[config.mk]
export PLATFORM = sky130hd
export DESIGN_NAME = array_list_shift_delete
export DESIGN_NICKNAME = d
export VERILOG_FILES = /design/src/rtl/core/alt_pkg.sv /design/src/rtl/core/alt_cell.sv /design/src/rtl/core/array_list_shift_delete.sv
export SDC_FILE = /design/constraint.sdc
export NUM_CORES = 2
export LEC_CHECK = 0
export BUFFER_PORTS_ARGS = -buffer_cell sky130_fd_sc_hd__buf_2
export CORE_UTILIZATION = 50
export CTS_CLUSTER_SIZE = 30
export DETAILED_ROUTE_END_ITERATION = 10
export GPL_ROUTABILITY_DRIVEN = 1
export PLACE_DENSITY = 0.73
export SETUP_SLACK_MARGIN = 0.1
export SLEW_MARGIN = 20
export SYNTH_ARGS = -nofsm -noshare
export SYNTH_HDL_FRONTEND = slang
export SYNTH_SLANG_ARGS = --single-unit
[constraint.sdc]
create_clock -name clk -period 130.4 [get_ports clk]
set_input_delay 6.52 -clock clk [delete_from_list [all_inputs] [get_ports clk]]
set_output_delay 6.52 -clock clk [all_outputs]
set_load 0.1 [all_outputs]
[src/rtl/core/alt_pkg.sv]
// shared types and constants for the shift-delete array list
// no dependencies; used by alt_cell and array_list_shift_delete
package alt_pkg;

  localparam int DEPTH_DEF     = 64;
  localparam int WORD_BITS_DEF = 32;

  typedef enum logic [1:0] {
    OP_APPEND = 2'd0,
    OP_GET    = 2'd1,
    OP_REMOVE = 2'd2,
    OP_POP    = 2'd3
  } op_t;

  typedef enum logic [1:0] {
    ST_OK    = 2'd0,
    ST_RANGE = 2'd1,
    ST_EMPTY = 2'd2,
    ST_FULL  = 2'd3
  } status_t;

  typedef enum logic [1:0] {
    S_IDLE = 2'd0,
    S_EXEC = 2'd1,
    S_DONE = 2'd2
  } fsm_t;

  // control broadcast from the sequencer to every cell
  typedef struct packed {
    logic append_en;
    logic remove_en;
    logic read_en;
    logic tap_load;
  } cell_ctl_t;

endpackage

[src/rtl/core/alt_cell.sv]
// one entry cell of the list: holds a word, shifts down from its upper neighbor
// depends on alt_pkg (cell_ctl_t)
module alt_cell #(
  parameter int WORD_BITS = alt_pkg::WORD_BITS_DEF,
  parameter int CMP_W     = 7,
  parameter int IDX       = 0
) (
  input  logic                  clk,
  input  alt_pkg::cell_ctl_t    ctl,
  input  logic [CMP_W-1:0]      pos,
  input  logic [CMP_W-1:0]      count,
  input  logic [CMP_W-1:0]      read_idx,
  input  logic [WORD_BITS-1:0]  wr_word,
  input  logic [WORD_BITS-1:0]  upper_word,
  output logic [WORD_BITS-1:0]  word,
  output logic [WORD_BITS-1:0]  tap
);

  localparam logic [CMP_W-1:0] MY_IDX  = CMP_W'(IDX);
  localparam logic [CMP_W-1:0] MY_NEXT = CMP_W'(IDX + 1);

  logic [WORD_BITS-1:0] word_r, word_nxt;
  logic [WORD_BITS-1:0] tap_r, tap_nxt;

  always_comb begin
    word_nxt = word_r;
    if (ctl.append_en && (count == MY_IDX)) begin
      word_nxt = wr_word;
    end else if (ctl.remove_en && (MY_IDX >= pos) && (MY_NEXT < count)) begin
      word_nxt = upper_word;
    end
  end

  always_comb begin
    tap_nxt = tap_r;
    if (ctl.tap_load) begin
      tap_nxt = (ctl.read_en && (read_idx == MY_IDX)) ? word_r : '0;
    end
  end

  always_ff @(posedge clk) begin
    word_r <= word_nxt;
    tap_r  <= tap_nxt;
  end

  assign word = word_r;
  assign tap  = tap_r;

endmodule

[src/rtl/core/array_list_shift_delete.sv]
// top level of the shift-delete array list: sequencer, cell chain, result register
// depends on alt_pkg and alt_cell
//
// Fixed-capacity ordered list of DEPTH words held in a chain of entry cells.
// Each input item is one operation (append, get by index, remove by index,
// pop last) and gives exactly one result item with a status, the word read,
// the position an append used and the entry count after the operation.
// Each item passes through three steps: accept, execute (all cells update in
// parallel, a remove shifts every later cell down by one in that same step,
// and the selected cell latches its word into its read tap), then an OR over
// the taps that loads the output register. The next item is taken only once
// the sequencer is back in idle, so a new item is not accepted before the last
// one is through; a held result stalls the sequencer in its last step but
// never loses data. The count resets to zero; entry words have no reset and
// are only ever read below the count.
module array_list_shift_delete #(
  parameter int DEPTH     = alt_pkg::DEPTH_DEF,
  parameter int WORD_BITS = alt_pkg::WORD_BITS_DEF
) (
  input  logic        clk,
  input  logic        rst_n,
  // input channel
  input  logic        in_valid,
  output logic        in_ready,
  input  logic [1:0]  in_operation,
  input  logic [5:0]  in_position,
  input  logic [31:0] in_item_value,
  // result channel
  output logic        out_valid,
  input  logic        out_ready,
  output logic [1:0]  out_status,
  output logic [31:0] out_read_value,
  output logic [5:0]  out_stored_at,
  output logic [6:0]  out_entry_count
);

  // count and compare widths
  localparam int CNT_W  = $clog2(DEPTH + 1);
  localparam int CMP_W  = (CNT_W > 7) ? CNT_W : 7;
  localparam int EXT_W  = (WORD_BITS > 32) ? WORD_BITS : 32;
  localparam logic [CNT_W-1:0] FULL_CNT = CNT_W'(DEPTH);

  // state and registers
  alt_pkg::fsm_t    state_r, state_nxt;
  alt_pkg::op_t     op_r;
  logic [5:0]       pos_r;
  logic [31:0]      val_r;
  logic [CNT_W-1:0] count_r, count_nxt;

  // result held between execute and done
  alt_pkg::status_t res_status_r, res_status_nxt;
  logic [CMP_W-1:0] res_at_r, res_at_nxt;

  // output register
  logic             out_valid_r, out_valid_nxt;
  alt_pkg::status_t out_status_r;
  logic [31:0]      out_read_r;
  logic [5:0]       out_at_r;
  logic [6:0]       out_count_r;

  logic in_acc, out_load;
  alt_pkg::cell_ctl_t ctl;
  logic [CMP_W-1:0] pos_w, cnt_w, read_idx;
  logic [EXT_W-1:0] val_ext, rd_ext;
  logic [WORD_BITS-1:0] wr_word, rd_or;
  logic [WORD_BITS-1:0] words [DEPTH];
  logic [WORD_BITS-1:0] taps  [DEPTH];
  logic [CMP_W-1:0] cnt_out_ext;

  assign in_acc   = in_valid && in_ready;
  assign out_load = (state_r == alt_pkg::S_DONE) && (!out_valid_r || out_ready);

  assign pos_w   = CMP_W'(pos_r);
  assign cnt_w   = CMP_W'(count_r);
  assign val_ext = EXT_W'(val_r);
  assign wr_word = val_ext[WORD_BITS-1:0];

  // next state
  always_comb begin
    state_nxt = state_r;
    case (state_r)
      alt_pkg::S_IDLE: if (in_acc)   state_nxt = alt_pkg::S_EXEC;
      alt_pkg::S_EXEC:               state_nxt = alt_pkg::S_DONE;
      alt_pkg::S_DONE: if (out_load) state_nxt = alt_pkg::S_IDLE;
      default:                       state_nxt = alt_pkg::S_IDLE;
    endcase
  end

  // sequencer outputs: checks, cell control and count update in the execute step
  always_comb begin
    ctl            = '0;
    read_idx       = pos_w;
    count_nxt      = count_r;
    res_status_nxt = res_status_r;
    res_at_nxt     = res_at_r;
    in_ready       = 1'b0;
    case (state_r)
      alt_pkg::S_IDLE: begin
        in_ready = 1'b1;
      end
      alt_pkg::S_EXEC: begin
        ctl.tap_load   = 1'b1;
        res_status_nxt = alt_pkg::ST_OK;
        res_at_nxt     = '0;
        case (op_r)
          alt_pkg::OP_APPEND: begin
            if (count_r == FULL_CNT) begin
              res_status_nxt = alt_pkg::ST_FULL;
            end else begin
              ctl.append_en = 1'b1;
              res_at_nxt    = cnt_w;
              count_nxt     = count_r + 1'b1;
            end
          end
          alt_pkg::OP_GET: begin
            if (pos_w >= cnt_w) begin
              res_status_nxt = alt_pkg::ST_RANGE;
            end else begin
              ctl.read_en = 1'b1;
            end
          end
          alt_pkg::OP_REMOVE: begin
            if (pos_w >= cnt_w) begin
              res_status_nxt = alt_pkg::ST_RANGE;
            end else begin
              ctl.remove_en = 1'b1;
              count_nxt     = count_r - 1'b1;
            end
          end
          alt_pkg::OP_POP: begin
            if (count_r == '0) begin
              res_status_nxt = alt_pkg::ST_EMPTY;
            end else begin
              ctl.read_en = 1'b1;
              read_idx    = cnt_w - 1'b1;
              count_nxt   = count_r - 1'b1;
            end
          end
          default: res_status_nxt = alt_pkg::ST_OK;
        endcase
      end
      default: ;
    endcase
  end

  // chain of entry cells; each takes its upper neighbor's word on a remove
  for (genvar g = 0; g < DEPTH; g++) begin : g_cell
    logic [WORD_BITS-1:0] upper;
    if (g == DEPTH - 1) begin : g_top
      assign upper = '0;
    end else begin : g_mid
      assign upper = words[g+1];
    end
    alt_cell #(
      .WORD_BITS (WORD_BITS),
      .CMP_W     (CMP_W),
      .IDX       (g)
    ) u_cell (
      .clk        (clk),
      .ctl        (ctl),
      .pos        (pos_w),
      .count      (cnt_w),
      .read_idx   (read_idx),
      .wr_word    (wr_word),
      .upper_word (upper),
      .word       (words[g]),
      .tap        (taps[g])
    );
  end

  // at most one tap is nonzero, so an OR picks the read word
  always_comb begin
    rd_or = '0;
    for (int i = 0; i < DEPTH; i++) begin
      rd_or = rd_or | taps[i];
    end
  end

  assign rd_ext      = EXT_W'(rd_or);
  assign cnt_out_ext = CMP_W'(count_r);

  always_comb begin
    out_valid_nxt = out_valid_r;
    if (out_load) begin
      out_valid_nxt = 1'b1;
    end else if (out_ready) begin
      out_valid_nxt = 1'b0;
    end
  end

  // control registers
  always_ff @(posedge clk) begin
    if (!rst_n) begin
      state_r     <= alt_pkg::S_IDLE;
      count_r     <= '0;
      out_valid_r <= 1'b0;
    end else begin
      state_r     <= state_nxt;
      count_r     <= count_nxt;
      out_valid_r <= out_valid_nxt;
    end
  end

  // payload registers
  always_ff @(posedge clk) begin
    if (in_acc) begin
      op_r  <= alt_pkg::op_t'(in_operation);
      pos_r <= in_position;
      val_r <= in_item_value;
    end
    res_status_r <= res_status_nxt;
    res_at_r     <= res_at_nxt;
    if (out_load) begin
      out_status_r <= res_status_r;
      out_read_r   <= rd_ext[31:0];
      out_at_r     <= res_at_r[5:0];
      out_count_r  <= cnt_out_ext[6:0];
    end
  end

  assign out_valid       = out_valid_r;
  assign out_status      = out_status_r;
  assign out_read_value  = out_read_r;
  assign out_stored_at   = out_at_r;
  assign out_entry_count = out_count_r;

  // checks
  a_count_bound: assert property (@(posedge clk) disable iff (!rst_n)
    count_r <= FULL_CNT)
    else $error("entry count above capacity");

  a_result_from_done: assert property (@(posedge clk) disable iff (!rst_n)
    $rose(out_valid_r) |-> $past(state_r == alt_pkg::S_DONE))
    else $error("result raised outside the done step");

  a_append_grows: assert property (@(posedge clk) disable iff (!rst_n)
    (state_r == alt_pkg::S_EXEC && op_r == alt_pkg::OP_APPEND && count_r != FULL_CNT)
      |=> count_r == $past(count_r) + 1'b1)
    else $error("append did not grow the list");

  a_error_keeps_count: assert property (@(posedge clk) disable iff (!rst_n)
    (state_r == alt_pkg::S_EXEC && res_status_nxt != alt_pkg::ST_OK) |=> $stable(count_r))
    else $error("failed operation changed the count");

  a_idle_only_accept: assert property (@(posedge clk) disable iff (!rst_n)
    (state_r == alt_pkg::S_DONE && !out_load) |=> (state_r == alt_pkg::S_DONE && !in_ready))
    else $error("sequencer left done while the result was held");

endmodule
==> impl_metrics.csv <==
group,metric,value,unit
synthesis,ys_warn_count,0,
synthesis,async_reset_ff_frac,0,
cts,cts.repair.resized,0,
synthesis,synth_top_flop_cell,"edfxtp_1",
final_layout,area_growth,11.49,%
cts,post-cts-setup-buffers,0,
timing,worst_pin_slew,1.429,ns
timing,finalCritPeriodShare,0.06926,
setup_path,r2r_slack,123.43,ns
floorplan,io_pins,93,
cts,ctsHoldBuffers,0,
route,m1WireLength,206.0,mm
cts,clk_latency,1.02,ns
synthesis,synth.top_cells.by_area,"edfxtp_1 72%, mux2_2 13%, and3_1 4.5%",
timing,finalSetupViolCount,0,
grt,grt_use_total,0.3328,
cts,htree_levels,5,
setup_path,critical_path.slowest_cell,"nor2_1",
floorplan,dieHeight,593.8,um
synthesis,yosys.area.top_type_share,0.7187,
pwr,power_density,14.25,nW/um^2
final_layout,finish.utilization,0.5622,
timing,final-max-slew-violation-count,0,
cts,path_clk_slew,0.06,ns
floorplan,core,347300,um^2
floorplan,start_util,0.5043,
route,wl_met3,95.16,mm
synthesis,ys_ff_latch,4201,
timing,setup_tns,0,ns
route,vias,107115,
cts,cts_root_buffer,"clkbuf_16",
timing,hold_viol,0,
synthesis,synth-seq-area-share,0.7198,
route,drt-initial-drc-count,18917,
synthesis,synth_cells,10617,
synthesis,syn-cell-area,175100,um^2
route,dr.max_layer_used,"met5",
setup_path,crit_arrival,2.51,ns
final_layout,n_fill_cell,25938,
floorplan,die_w,593.8,um
floorplan,rows,216,
grt,antenna_found_initial,120,
cts,clock_sinks,4201,
timing,holdWs,0.4176,ns
setup_path,crit_fanout,6,
outcome,outcome,"finished, final reports clean",
setup_path,endpoint_kind,"output pin",
setup_path,critical_path_required,123.88,ns
synthesis,synth_cell_types,78,
grt,grt_pass1_vias,102047,
route,routed_via_density,6.888,
grt,grt_max_degree,188,
timing,fin_skew,0.09716,ns
final_layout,finalNetCount,10579,
synthesis,synth_nets,10677,
pwr,ir_drop,0.00001133,V
place,place_congestion,0.9681,
cts,clockBufferDepth,4,
setup_path,cp_slowest_stage_delay,0.61,ns
run,maxCapViolations,0,
route,routed_wl,602.0,mm
floorplan,design.die.area,352600,um^2
route,drtPass1Iterations,8,
worst_hold_path,hold_class,"flop to flop",
place,portBuffers,92,
synthesis,synth_edf_count,4191,
route,met2_length,255.0,mm
route,drc,0,
place,dp_hpwl,357.4,mm
grt,grt_pass1_wl,819.3,mm
setup_path,path_cells,"nor2_1 > buf_2",
grt,grt_overflow_total,0,
timing,finalCriticalPeriod,9.031,ns
timing,fmax,0.1107,GHz
cts,tritoncts,"done",
synthesis,syn_area_per_cell,16.49,um^2
cts,numCtsBuffers,417,
synthesis,yosys.area.top_type,"edfxtp_1",
setup_path,crit_path_start_kind,"flop",
pwr,p_leak,65.56,nW
route,ant_nets,0,
final_layout,layout-drive-gt1-share,0.3035,
setup_path,path_class,"flop to output pin",
route,wl_per_cell,38.71,um
timing,rsz0062_at_grt,"false",
timing,relSlewSlack,0.04439,
-- cells in the mapped netlist (4+ instances only) --
cell and number:
a211oi_1 5, a21o_1 8, a21oi_1 38, a31o_2 6, a31oi_1 6, a32o_1 6, and2_1 39, and3_1 1254
buf_1 59, buf_2 216, buf_6 17, clkbuf_1 628, clkbuf_2 8, clkinv_1 4, dfxtp_1 10, edfxtp_1 4191
ha_1 16, inv_1 11, mux2_1 19, mux2_2 1999, mux2i_1 5, nand2_1 207, nand2b_1 9, nand3_1 37
nand4_1 131, nor2_1 137, nor2b_1 12, nor3_1 112, nor3b_1 469, nor3b_2 112, nor4_1 518, nor4b_1 96
o21ai_0 60, o21bai_1 4, o22ai_1 39, o31ai_1 12, o32ai_1 8, or2_2 6, or3_1 9, or4_1 37
-- worst max-delay path: cells and delay by family, from the launching register on --
kind,cells,cell delay (ns)
simple gates,1,0.61
buf+inv,1,0.56
flops,1,0.35
-- kinds of logic after synthesis --
logic type	after synthesis	synth area share
and+or+nand+nor	3203	0.1177
DFF	4201	0.7198
adders and majority gates	16	0.001143
muxes	2023	0.1301
xor gates and xnor gates	1	0.00005002
AOI/OAI and AO/OA	228	0.008674
buffers and inverters	945	0.02261
-- power breakdown --
part	switching, mW	internal [mW]
clock	0.525	0.656
combinational	0.0810	0.0119
sequential	0.00915	1.50
total	0.615	2.17
-- final cells by class --
| type | instances | area (um^2) | area share |
|---|---|---|---|
| diodes | 119 | 297.8 | 0.001525 |
| clock buffers | 516 | 10960 | 0.05611 |
| clock inverters | 239 | 2207 | 0.01130 |
| inverters | 16 | 67.56 | 0.0003461 |
| multi-input cells | 5471 | 46920 | 0.2403 |
| flip-flops and latches | 4201 | 126100 | 0.6456 |
| well taps | 4578 | 5728 | 0.02934 |
| repair buffers | 412 | 3013 | 0.01543 |
-- metrics by stage --
step	cells	cell area [um^2]	setup slack [ns]	power, mW
floorplan	10617	175100	79.58	1.644
global placement	14675	181500	121.44	1.622
detailed placement	14677	181700	121.35	1.624
CTS	15432	194800	121.36	2.779
global route	15503	195100	121.42	2.834
finish	15552	195200	121.37	2.781
-- sequential cells by signal (all words and copies together), names as in the netlist, 2 cells and up --
signal / cells
state_r: 2
pos_r: 6
g_cell.u_cell.tap: 2048
g_cell.u_cell.word: 2048
res_status_r: 2
res_at_r: 6
op_r: 2
val_ext: 32
out_read_value: 32
out_entry_count: 7
cnt_out_ext: 7
out_stored_at: 6
out_status: 2
-- layer usage --
metal	vias to the layer above	global-route usage
li1	41752	-
met1	54503	0.4294
met2	9154	0.4747
met3	1646	0.1215
met4	60	0.2135
met5	-	0.003786
-- final timing paths --
check	start	cells past startpoint	to
min reg2reg	res_at_r[0]$_SDFFCE_PP0P_	0	out_stored_at[0]$_DFFE_PP_
max	state_r[1]$_SDFFE_PN0P_	2	in_ready
min	res_at_r[0]$_SDFFCE_PP0P_	0	out_stored_at[0]$_DFFE_PP_
max reg2reg	state_r[1]$_SDFFE_PN0P_	8	g_cell[54].u_cell.tap[18]$_SDFFCE_PN0P_
-- layout by cell type (no fill, tap or decap), types with 37 or more instances in the layout --
cell,instances
and2_1,38
and3_1,1253
buf_2,92
buf_4,305
clkbuf_1,92
clkbuf_16,424
clkinv_1,111
clkinv_2,71
diode_2,119
edfxtp_1,4191
mux2_2,1999
nand2_1,198
nand4_1,131
nor2_1,96
nor2_4,40
nor3_1,109
nor3b_1,469
nor3b_2,112
nor4_1,488
nor4b_1,96
o21ai_0,37
or4_1,37
Power figures use the tool's default switching activity.
